## src/rgcsi_div.sv

```systemverilog
`timescale 1ns / 1ps

// Unsigned restoring divider, one quotient bit per pipeline stage.
// Computes floor((a << FRAC) / b) for results below 2^QB.
module rgcsi_div #(
  parameter int unsigned QB   = 31,
  parameter int unsigned FB   = 16,
  parameter int unsigned AW   = 32,
  parameter int unsigned BW   = 18
) (
  input  logic          clk_i,
  input  logic          en_i,
  input  logic [AW-1:0] a_i,
  input  logic [BW-1:0] b_i,
  output logic [QB-1:0] quo_o
);

  logic [BW-1:0] rem_q [QB+1];
  logic [BW-1:0] den_q [QB+1];
  logic [AW-1:0] num_q [QB+1];
  logic [QB-1:0] quo_q [QB+1];

  always_ff @(posedge clk_i) begin
    if (en_i) begin
      rem_q[0] <= BW'(a_i >> (QB - FB));
      den_q[0] <= b_i;
      num_q[0] <= a_i;
      quo_q[0] <= '0;
    end
  end

  for (genvar k = 0; k < QB; k++) begin : g_step
    localparam int unsigned J = QB - 1 - k;
    logic        in_bit;
    logic [BW:0] trial;
    logic        take;

    if (J >= FB) begin : g_num
      assign in_bit = num_q[k][J-FB];
    end else begin : g_zero
      assign in_bit = 1'b0;
    end

    assign trial = {rem_q[k], in_bit};
    assign take  = trial >= {1'b0, den_q[k]};

    always_ff @(posedge clk_i) begin
      if (en_i) begin
        rem_q[k+1] <= take ? BW'(trial - {1'b0, den_q[k]}) : BW'(trial);
        den_q[k+1] <= den_q[k];
        num_q[k+1] <= num_q[k];
        quo_q[k+1] <= quo_q[k] | (QB'(take) << J);
      end
    end
  end

  assign quo_o = quo_q[QB];

endmodule

```

## config.mk

```make
export PLATFORM = sky130hd
export DESIGN_NAME = rgcsi_div
export DESIGN_NICKNAME = d
export VERILOG_FILES = /design/src/rgcsi_div.sv
export SDC_FILE = /design/constraint.sdc
export NUM_CORES = 2
export LEC_CHECK = 0
export BUFFER_PORTS_ARGS = -buffer_cell sky130_fd_sc_hd__buf_4
export CAP_MARGIN = 20
export CORE_ASPECT_RATIO = 0.8
export CORE_MARGIN = 10
export CORE_UTILIZATION = 43
export DETAILED_ROUTE_END_ITERATION = 6
export PLACE_DENSITY = 0.63
export SETUP_SLACK_MARGIN = 0.1
export SYNTH_ARGS = -nofsm -noshare
export SYNTH_HDL_FRONTEND = slang
export SYNTH_SLANG_ARGS = --single-unit
export TNS_END_PERCENT = 1
```

## constraint.sdc

```tcl
create_clock -name clk_i -period 4 [get_ports clk_i]
set_clock_uncertainty 0.05 [all_clocks]
set_input_delay 0.8 -clock clk_i [delete_from_list [all_inputs] [get_ports clk_i]]
set_output_delay 0.8 -clock clk_i [all_outputs]
set_load 0.01 [all_outputs]
```

# Word-level counts from Yosys, hierarchy flattened

Memory sizes are Yosys's and may differ from the RTL's.
Index checks and enable logic that the tools add are counted.

Add/subtract/negate cells: 31
Magnitude comparators: 31
Mux-type cells: 33
Bitwise logic cells: 31

Operator list:

| kind             | count |
|---|---|
| $ge A19 B18 Y1   | 31 |
| $mux W18         | 31 |
| $sub A18 B18 Y18 | 31 |
| $or A31 B1 Y31   | 1 |
| $or A31 B10 Y31  | 1 |
| $or A31 B11 Y31  | 1 |
| $or A31 B12 Y31  | 1 |
| $or A31 B13 Y31  | 1 |
| $or A31 B14 Y31  | 1 |
| $or A31 B15 Y31  | 1 |
| $or A31 B16 Y31  | 1 |
| $or A31 B17 Y31  | 1 |
| $or A31 B18 Y31  | 1 |
| $or A31 B19 Y31  | 1 |
| $or A31 B2 Y31   | 1 |
| $or A31 B20 Y31  | 1 |
| $or A31 B21 Y31  | 1 |
| $or A31 B22 Y31  | 1 |
| $or A31 B23 Y31  | 1 |
| $or A31 B24 Y31  | 1 |
| $or A31 B25 Y31  | 1 |
| $or A31 B26 Y31  | 1 |
| $or A31 B27 Y31  | 1 |
| $or A31 B28 Y31  | 1 |
| 11 further kinds | 12 |

Flip-flop bits (word level): 0
RAM bits: 3168
Memories: 4

Memories:

| memory | depth | bits a word | read ports | clocked after Yosys merged registers in | wr ports | line | source |
|---|---|---|---|---|---|---|---|
| num_q  | 32    | 32          | 31         | 0                                       | 32       | 20   | `logic [AW-1:0] num_q [QB+1];` |
| quo_q  | 32    | 31          | 32         | 0                                       | 32       | 21   | `logic [QB-1:0] quo_q [QB+1];` |
| den_q  | 32    | 18          | 31         | 0                                       | 32       | 19   | `logic [BW-1:0] den_q [QB+1];` |
| rem_q  | 32    | 18          | 31         | 0                                       | 32       | 18   | `logic [BW-1:0] rem_q [QB+1];` |

# Depth between registers and ports, before layout

An unclocked memory read counts as a cell.

Depth in word-level cells: 3
Depth in mapped cells: 13
Gate-level depth less buffers: 13

# Least setup slack after synthesis

No wires, ideal clock.

Kind: register to register
Start point: memory num_q[0][15]
End point: memory rem_q[1][10] (netlist: rem_q[0][28]), data pin
Library setup time: 0.262 ns
Data arrival time: 2.993 ns
Path slack: 0.695 ns
Stages on the path, launching flop included: 12
Buffers on the path: 1
Clock period less this slack: 3.305 ns
Cell sequence: edfxtp_1 ha_1 nor2b_1 o31a_1 o41a_1 a41oi_2 a21oi_2 a31oi_4 o31ai_1 a21oi_4 buf_6 mux2_1

RTL lines:

| element            | line |
|---|---|
| start: declaration | 20 |
| end: declaration   | 18 |

==> run_results.csv <==
group,metric,value,unit
run_status,status,"completed",
worst_setup_path,cp_max_fo,14,
yosys,yosysWarnings,0,
worst_hold_path,min-delay-start,"a_i[16]",
layout,finalNetCount,7261,
placement,dp_hpwl,113000,um
worst_setup_path,arrival,4.23,ns
layout,area_growth,12.4,%
worst_setup_path,crit_required,4.53,ns
clock_network,clk_latency,0.82,ns
timing,setup_ws,0.294,ns
route,vias_per_cell,5.26,
timing,setup_tns,0,ns
worst_hold_path,hold_depth,1,
yosys,yosys.area.top_type_share,61.5,%
clock_network,clock_sinks,1731,
yosys,ys_seq_area_share,61.5,%
layout,seq_area,52000,um2
die,start_util,43.3,%
yosys,yosysUniqueCellTypes,92,
die,die_y,416,um
yosys,synth_top_area_cell,"edfxtp_1",
timing,hold_viol,0,
route,routed_wl,160000,um
route,drt_first_iter_violations,3755,
timing,rsz0062_at_grt,"true",
layout,drive_above_1_share,12.2,%
die,rows,145,
global_route,grt_pass1_wl,256000,um
route,drc,0,
flow_run,max-cap-violations,0,
yosys,syn_avg_cell_area,13.3,um2
worst_setup_path,critical_path.endpoint_type,"flip-flop",
yosys,synthTopCellsByArea,"edfxtp_1 (62%), ha_1 (8.3%), mux2_2 (4.1%)",
route,routed-via-count,49200,
clock_network,clkTransAtPathRegs,0.06,ns
timing,fmax,0.270,GHz
clock_network,cts_root_buffer,"clkbuf_16",
yosys,ys_ff_latch,1731,
timing,final_period_minus_worst_setup_slack,3.71,ns
worst_setup_path,regToRegStartpoint,"rem_q[1][72]$_DFFE_PP_",
die,core,195000,um2
placement,dpl-instance-area,88800,um2
die,fp.dieW,516,um
timing,slew_viol_final,0,
worst_hold_path,holdPathEnd,"num_q[0][16]$_DFFE_PP_",
worst_setup_path,r2r_setup_slack,0.29,ns
placement,place_ws,0.306,ns
yosys,syn-num-nets,7011,
worst_setup_path,crit_path_start_kind,"flip-flop",
yosys,ys_async_sr_fraction,0,%
worst_setup_path,startpoint,"rem_q[1][72]$_DFFE_PP_",
timing,fin_crit_sh,92.7,%
global_route,globalRouteOverflowTotal,0,
global_route,grt_max_degree,124,
clock_network,htreeDepth,4,
pwr,leakagePower,0.0370,uW
route,drt-pass1-iter-count,5,
clock_network,clk_path_buf_depth,3,
clock_network,cts_resized,0,
timing,tightest_slew,0.860,ns
pwr,vdd_ir_drop_max,0.000500,V
yosys,synth_area,84500,um2
die,dieArea,215000,um2
global_route,grt_pass1_vias,47800,
worst_setup_path,path_class,"reg2reg",
placement,routabilityCongestion,0.869,
yosys,synth_cells,6372,
worst_hold_path,min_path_type,"in2reg",
global_route,antenna_found_initial,2,
clock_network,hold_buffers,0,
timing,relSlewSlack,42.7,%
clock_network,numCtsBuffers,178,
timing,finalSetupViolCount,0,
layout,final_core_util,48.6,%
die,ios,83,
pwr,powerDensity,782,nW/um2
route,ant_nets,0,
layout,multi_input_area,29400,um2
worst_setup_path,rr_worst_depth,11,
clock_network,cts_tree,"yes",
layout,fillers,16800,
yosys,synth_ff_type,"edfxtp_1",
route,avgRoutedWirePerCell,17.1,um
global_route,grt_use_total,14.5,%
layout,final_cell_area,95000,um2
worst_setup_path,r2r_end,"rem_q[1][106]$_DFFE_PP_",
clock_network,post_cts_buffers,0,
placement,port_buffers,82,
yosys,synth_edf_count,1731,
-- how the worst max path moves through the flow --
stage,to,slack [ns],depth (start not counted)
floorplan,rem_q[0][28]$_DFFE_PP_,0.69,11
global route,rem_q[3][39]$_DFFE_PP_,0.08,11
detailed placement,rem_q[1][104]$_DFFE_PP_,0.31,11
finish,rem_q[1][106]$_DFFE_PP_,0.29,11
global placement,rem_q[1][54]$_DFFE_PP_,0.32,10
CTS,rem_q[1][104]$_DFFE_PP_,0.33,13
-- cell usage in the layout, fill, tap and decap left out, types with 22 or more instances in the layout --
cell and instances:
a21boi_0 22, a211oi_1 36, nand3_1 98, clkinv_1 37, inv_1 713, nor2_1 343
o21a_1 56, o21ai_0 278, ha_1 557, o211ai_1 25, fa_1 30, a21oi_1 494
buf_4 136, nand4_1 68, edfxtp_1 1731, o31a_1 22, nand2b_1 73, clkbuf_16 178
nand2_1 231, or3_1 23, o21bai_1 44, bufinv_16 23, a31oi_1 51, nor2b_1 74
clkinv_2 27, a21o_1 149, nor3_1 73, xor2_1 143, xnor2_1 264, mux2_2 305
and2_1 22, clkbuf_1 33
-- power by group --
| part | total (uW) | switching [uW] | internal, uW | leakage [uW] |
|---|---|---|---|---|
| Combinational | 29000 | 15400 | 13600 | 0.0172 |
| Clock | 17100 | 7320 | 9810 | 0.00291 |
| Sequential | 28100 | 2290 | 25800 | 0.0169 |
-- worst max-delay path, cell delays in order, from the launching register on --
cell and delay [ns]:
edfxtp_1 0.45, ha_1 0.35, nor2b_1 0.16, o31a_1 0.27
o41a_1 0.38, o41ai_4 0.30, o21ai_1 0.22, a311o_1 0.46
a21boi_2 0.36, buf_4 0.26, a2111oi_0 0.08, a21o_1 0.16
-- routing by layer --
layer / vias to the layer above / GRT usage, % / part of all wire (%)
li1: 24100 / - / -
met1: 23700 / 21.3 / 48
met2: 1072 / 22.2 / 44
met3: 240 / 2.73 / 5.3
met4: 0 / 3.56 / 2.1
met5: - / 0 / 0
-- cell families after synthesis --
logic type	synth area share (%)
adder cells (fa/ha/maj)	8.96
multiplexers	4.70
buffers and inverters	3.67
XOR/XNOR	4.22
flip-flops	61.5
AND/OR/NAND/NOR	6.32
AO/OA/AOI/OAI	10.6
-- cell usage after synthesis, drive strengths merged (37+ instances only) --
master and instances:
a211oi 37, a31oi 54, a21o 149, nor3 73, nand3 98, inv 713
o21bai 45, buf 44, edfxtp 1731, nor2 343, clkbuf 47, mux2 332
ha 557, xor2 143, nand2b 73, nand2 231, o21ai 292, xnor2 264
a21oi 499, nor2b 74, nand4 68, o21a 56
-- through the flow --
stage | cells | hold slack, ns | total power, uW
floorplan | 6372 | 0.350 | 50100
global placement | 9011 | 0.351 | 56400
detailed placement | 9014 | 0.355 | 57100
CTS | 9346 | 0.00621 | 74800
global route | 9347 | 0.0118 | 79300
finish | 9347 | 0.0866 | 74200
-- layout make-up --
type                       count  share of cell area (%)
sequential                  1731                    54.7
inverter                     713                    2.82
clock buffer                 211                    4.82
clock inverter               121                    1.63
timing repair buffer         161                    1.59
tap                         2572                    3.39
multi-input combinational   3837                    31.0
antenna                        1                 0.00264
-- sequential cells by signal, indices dropped and copies added, names as in the netlist --
| signal | cells |
|---|---|
| rem_q | 540 |
| quo_q | 496 |
| num_q | 137 |
| den_q | 558 |
(Power assumes the default switching activity.)
